`src/design/ezvr_pkg.sv`:
```
package ezvr_pkg;

  localparam int VectorWidthDef = 32;
  localparam int AngleWidthDef  = 16;

  localparam int CordicFrac   = 54;
  localparam int CordicStages = 54;
  localparam int CordicW      = CordicFrac + 3;
  localparam int AngleAccW    = CordicFrac + 2;
  localparam int CoefW        = 17;

  localparam real InvHalfPi = 0.5 / $atan(1.0);

  typedef logic signed [CordicW-1:0]   cw_t;
  typedef logic signed [AngleAccW-1:0] zw_t;
  typedef logic signed [CoefW-1:0]     coef_t;

  function automatic zw_t atan_const(input int idx);
    real v;
    v = $atan(2.0 ** (-idx)) * InvHalfPi * (2.0 ** CordicFrac);
    return zw_t'(longint'(v));
  endfunction

  function automatic cw_t cordic_gain();
    real k;
    k = 1.0;
    for (int i = 0; i < CordicStages; i++) begin
      k = k * ((1.0 + 2.0 ** (-2 * i)) ** (-0.5));
    end
    return cw_t'(longint'(k * (2.0 ** CordicFrac)));
  endfunction

endpackage

```
`src/design/ezvr_cordic_cell.sv`:
```
module ezvr_cordic_cell
  import ezvr_pkg::*;
#(
  parameter int Idx = 0
) (
  input  logic clk_i,
  input  logic en_i,
  input  cw_t  x_i,
  input  cw_t  y_i,
  input  zw_t  z_i,
  output cw_t  x_o,
  output cw_t  y_o,
  output zw_t  z_o
);

  localparam zw_t Atan = atan_const(Idx);

  cw_t x_d, y_d, x_q, y_q;
  zw_t z_d, z_q;
  cw_t xs, ys;

  always_comb begin
    xs = x_i >>> Idx;
    ys = y_i >>> Idx;
    if (!z_i[AngleAccW-1]) begin
      x_d = x_i - ys;
      y_d = y_i + xs;
      z_d = z_i - Atan;
    end else begin
      x_d = x_i + ys;
      y_d = y_i - xs;
      z_d = z_i + Atan;
    end
  end

  always_ff @(posedge clk_i) begin
    if (en_i) begin
      x_q <= x_d;
      y_q <= y_d;
      z_q <= z_d;
    end
  end

  assign x_o = x_q;
  assign y_o = y_q;
  assign z_o = z_q;

endmodule

```
`config.mk`:
```
export PLATFORM = sky130hd
export DESIGN_NAME = ezvr_cordic_cell
export DESIGN_NICKNAME = d
export VERILOG_FILES = /design/src/design/ezvr_pkg.sv /design/src/design/ezvr_cordic_cell.sv
export SDC_FILE = /design/constraint.sdc
export NUM_CORES = 1
export LEC_CHECK = 0
export BUFFER_PORTS_ARGS = -buffer_cell sky130_fd_sc_hd__clkbuf_2
export CORE_UTILIZATION = 40
export CTS_CLUSTER_DIAMETER = 40
export DETAILED_ROUTE_END_ITERATION = 12
export PLACE_DENSITY = 0.67
export SYNTH_ARGS = -nofsm -noshare
export SYNTH_HDL_FRONTEND = slang
export SYNTH_SLANG_ARGS = --single-unit
```
`constraint.sdc`:
```
create_clock -name clk_i -period 3.2 [get_ports clk_i]
set_input_delay 0.32 -clock clk_i [delete_from_list [all_inputs] [get_ports clk_i]]
set_output_delay 0.32 -clock clk_i [all_outputs]
set_load 0.005 [all_outputs]
```
==> impl_metrics.csv <==
group,metric,value,unit
logic_synthesis,synth_seq_area_share,0.3186,
die,start_util,0.4092,
global_route,grtUsageTotal,0.3142,
sta,finalCriticalPeriod,3151,ps
power,leakagePower,10.37,nW
place,dp_hpwl,53.46,mm
place,portBuffers,341,
routing,routedWlPerCell,20.86,um
cells_and_area,most-common-layout-cells,"444 x buf_4, 338 x clkbuf_2, 235 x a21oi_1, 169 x edfxtp_1, 167 x ha_1",
sta,rsz0062_at_grt,"true",
logic_synthesis,ys_ff_latch,169,
global_route,met1_usage,0.4373,
cts,cts_tree,"yes",
power,p_sw,3.218,mW
cells_and_area,antenna_cells,0,
global_route,grt_antenna_before_repair,1,
routing,wirelength,65.38,mm
power,power,8.916,mW
sta,max_freq,0.3173,GHz
sta,slew_headroom,0.3486,
die,io_pins,342,
routing,antenna_left,0,
place,dpl.cell_count,3096,
global_route,overflow,0,
die,die_w,201.5,um
power,seqPwrFrac,0.333,
worst_setup_path,cp.arrival,3350,ps
routing,drtIter0Drc,1736,
place,dp_slack,-994.0,ps
global_route,grt_pass1_vias,16810,
power,vdd_drop_max,0.3473,mV
power,p_int,5.698,mW
global_route,use_met3,0.04940,
sta,fin_ws,48.56,ps
worst_hold_path,hold_start,"z_i[40]",
sta,tightest_slew,967.0,ps
worst_setup_path,worstPathCellList,"clkbuf_2, inv_1, ha_4, nor2b_1, o31a_1, o31ai_2, buf_4, a21oi_1, nand3b_1, buf_4, o211a_4, nor2_4, nor3_2, o31ai_1, buf_4, a41oi_4, xnor2_2",
cts,cts_hold_buf,0,
logic_synthesis,async_flop_share,0,
sta,final.setup.tns,0,ps
sta,hold_ws,29.64,ps
routing,viasPerCell,5.577,
cells_and_area,final_common_cell,"buf_4",
cts,clk_pin_slew,70,ps
worst_setup_path,crit_path_frequent_cell,"buf_4",
cts,cts.sinks,169,
worst_setup_path,endpoint_kind,"flop",
global_route,top_usage_layer,"met2",
global_route,use_met2,0.4921,
logic_synthesis,synth_edf_count,169,
power,power_frac_comb,0.429,
worst_setup_path,crit_type,"input pin to flop",
logic_synthesis,synth_cell_type_count,77,
worst_hold_path,worstHoldEndpoint,"z_o[40]",
cells_and_area,drive_gt1_frac,0.3555,
place,routabilityCongestion,1.007,
power,swShare,0.3609,
logic_synthesis,yosys_most_used_dff,"edfxtp_1",
worst_setup_path,cp_slowest_cell,"o31a_1",
cts,cts-root-buf,"clkbuf_16",
sta,report.final.slew_viol_count,0,
logic_synthesis,synth_nets,2236,
status,status,"completed",
global_route,grt_first_pass_wirelength,98.19,mm
worst_setup_path,worstPathMaxFanout,3,
cells_and_area,stdcell_count,3134,
power,power_density,395.8,nW/um^2
routing,drc,0,
logic_synthesis,netlist_instances,1877,
worst_setup_path,worstSetupStartpointType,"input pin",
sta,fin_crit_sh,0.9848,
cells_and_area,area_growth,41.43,%
cts,cts-buffers-inserted,17,
die,coreArea,38920,sq um
logic_synthesis,ys_warn_count,0,
routing,drt_first_pass_iters,6,
worst_setup_path,worstPathRequired,3400,ps
run,cap_violations,0,
sta,finalHoldViolCount,0,
die,die_area,40620,sq um
cells_and_area,fin_nets,2963,
worst_hold_path,worstHoldPathCells,1,
global_route,grt_max_degree,117,
cts,cts_buffer_depth,2,
die,die_h,201.5,um
sta,finalSetupViolations,0,
power,pwr-share-clk,0.238,
routing,vias,17480,
die,rows,72,
logic_synthesis,syn_area_per_cell,8.485,sq um
worst_hold_path,hold_class,"input pin to flop",
cts,h-tree-depth,4,
worst_setup_path,crit_path_max_incr_delay,340,ps
logic_synthesis,syn_area,15930,sq um
==> sequential cells by signal, summed over array words and instances, names as in the netlist <==
name,cells
z_o,56
x_o,57
y_o,56
==> area by class of cell <==
cell class	instances	area (sq um)
Clock buffer	18	429.2
Clock inverter	13	145.1
Fill cell	3574	16390
Inverter	181	684.4
Multi-Input combinational cell	1444	10400
Sequential cell	169	5075
Tap cell	518	648.1
Timing Repair Buffer	791	5146
==> power by group through the flow <==
stage / logic (mW) / registers [mW] / clock network [mW]
final: 3.83 / 2.97 / 2.12
after global routing: 4.09 / 3.00 / 2.23
after CTS: 3.64 / 2.97 / 2.15
after detailed placement: 3.58 / 3.02 / 0
after global placement: 3.57 / 3.02 / 0
after floorplan: 1.66 / 3.03 / 0
==> stage by stage <==
stage	util	instance area, sq um
floorplan	-	15930
global placement	0.5475	21310
detailed placement	0.5475	21310
CTS	0.5665	22040
global route	0.5788	22530
finish	0.5788	22530
==> worst max-delay path by stage <==
stage / startpoint / end / slack [ps] / cells after the start
after CTS: y_i[2] / y_o[52] / -8 / 16
after floorplan: x_i[5] / y_o[54] / 80 / 14
after global routing: x_i[0] / y_o[54] / -30 / 17
final: x_i[1] / y_o[51] / 50 / 17
after detailed placement: y_i[0] / y_o[52] / -990 / 16
after global placement: y_i[0] / y_o[52] / -1000 / 16
==> routing by layer <==
layer  wire length (um)  part of all wire
met1              29380              0.45
met2              29350              0.45
met3               4626             0.071
met4               2013             0.031
met5                 13           0.00020
==> critical path, delay by kind of cell <==
kind / cells / cell delay (ps)
simple gates: 4 / 560
compound gates: 6 / 1300
xor+xnor: 1 / 200
fa+ha+maj: 1 / 210
buf+inv: 5 / 740
==> synthesized netlist by cell type (9+ instances only) <==
cell type / instances / area [sq um]
nand2_1: 109 / 409.1
xor2_1: 9 / 78.83
a31oi_1: 18 / 112.6
nor2b_1: 17 / 106.4
o21bai_1: 50 / 375.4
nor4_1: 24 / 150.1
clkbuf_1: 51 / 191.4
a21oi_1: 243 / 1216
o21a_1: 21 / 157.7
nor3_1: 44 / 220.2
mux2i_1: 22 / 220.2
buf_1: 11 / 41.29
nand2b_1: 16 / 100.1
a21o_1: 29 / 217.7
a311oi_1: 9 / 78.83
o21ai_1: 11 / 55.05
o21ai_0: 126 / 630.6
nand4_1: 33 / 206.5
o31ai_1: 17 / 127.6
nor2_1: 168 / 630.6
ha_1: 183 / 2290
edfxtp_1: 169 / 5075
and2_1: 9 / 56.30
inv_1: 169 / 634.4
buf_2: 18 / 90.09
o211ai_1: 16 / 120.1
xnor2_1: 100 / 875.8
nand3_1: 29 / 145.1
==> cells by family (layout without fill, tap and decap cells) <==
| group | count (synthesis) | in the layout | share of synthesized area |
|---|---|---|---|
| AO/OA/AOI/OAI | 636 | 636 | 0.2488 |
| AND/OR/NAND/NOR | 490 | 490 | 0.1455 |
| buffers and inverters | 264 | 1003 | 0.06450 |
| adder cells (fa/ha/maj) | 187 | 187 | 0.1488 |
| flip-flops | 169 | 169 | 0.3186 |
| XOR/XNOR | 109 | 109 | 0.05994 |
| multiplexers | 22 | 22 | 0.01383 |
==> repair_timing <==
action                                  CTS  global route
resized for setup                        35            91
pin swaps                                 6            30
endpoints found under the setup margin   24            44
buffers inserted                          0             8
Power figures use the tool's default switching activity.
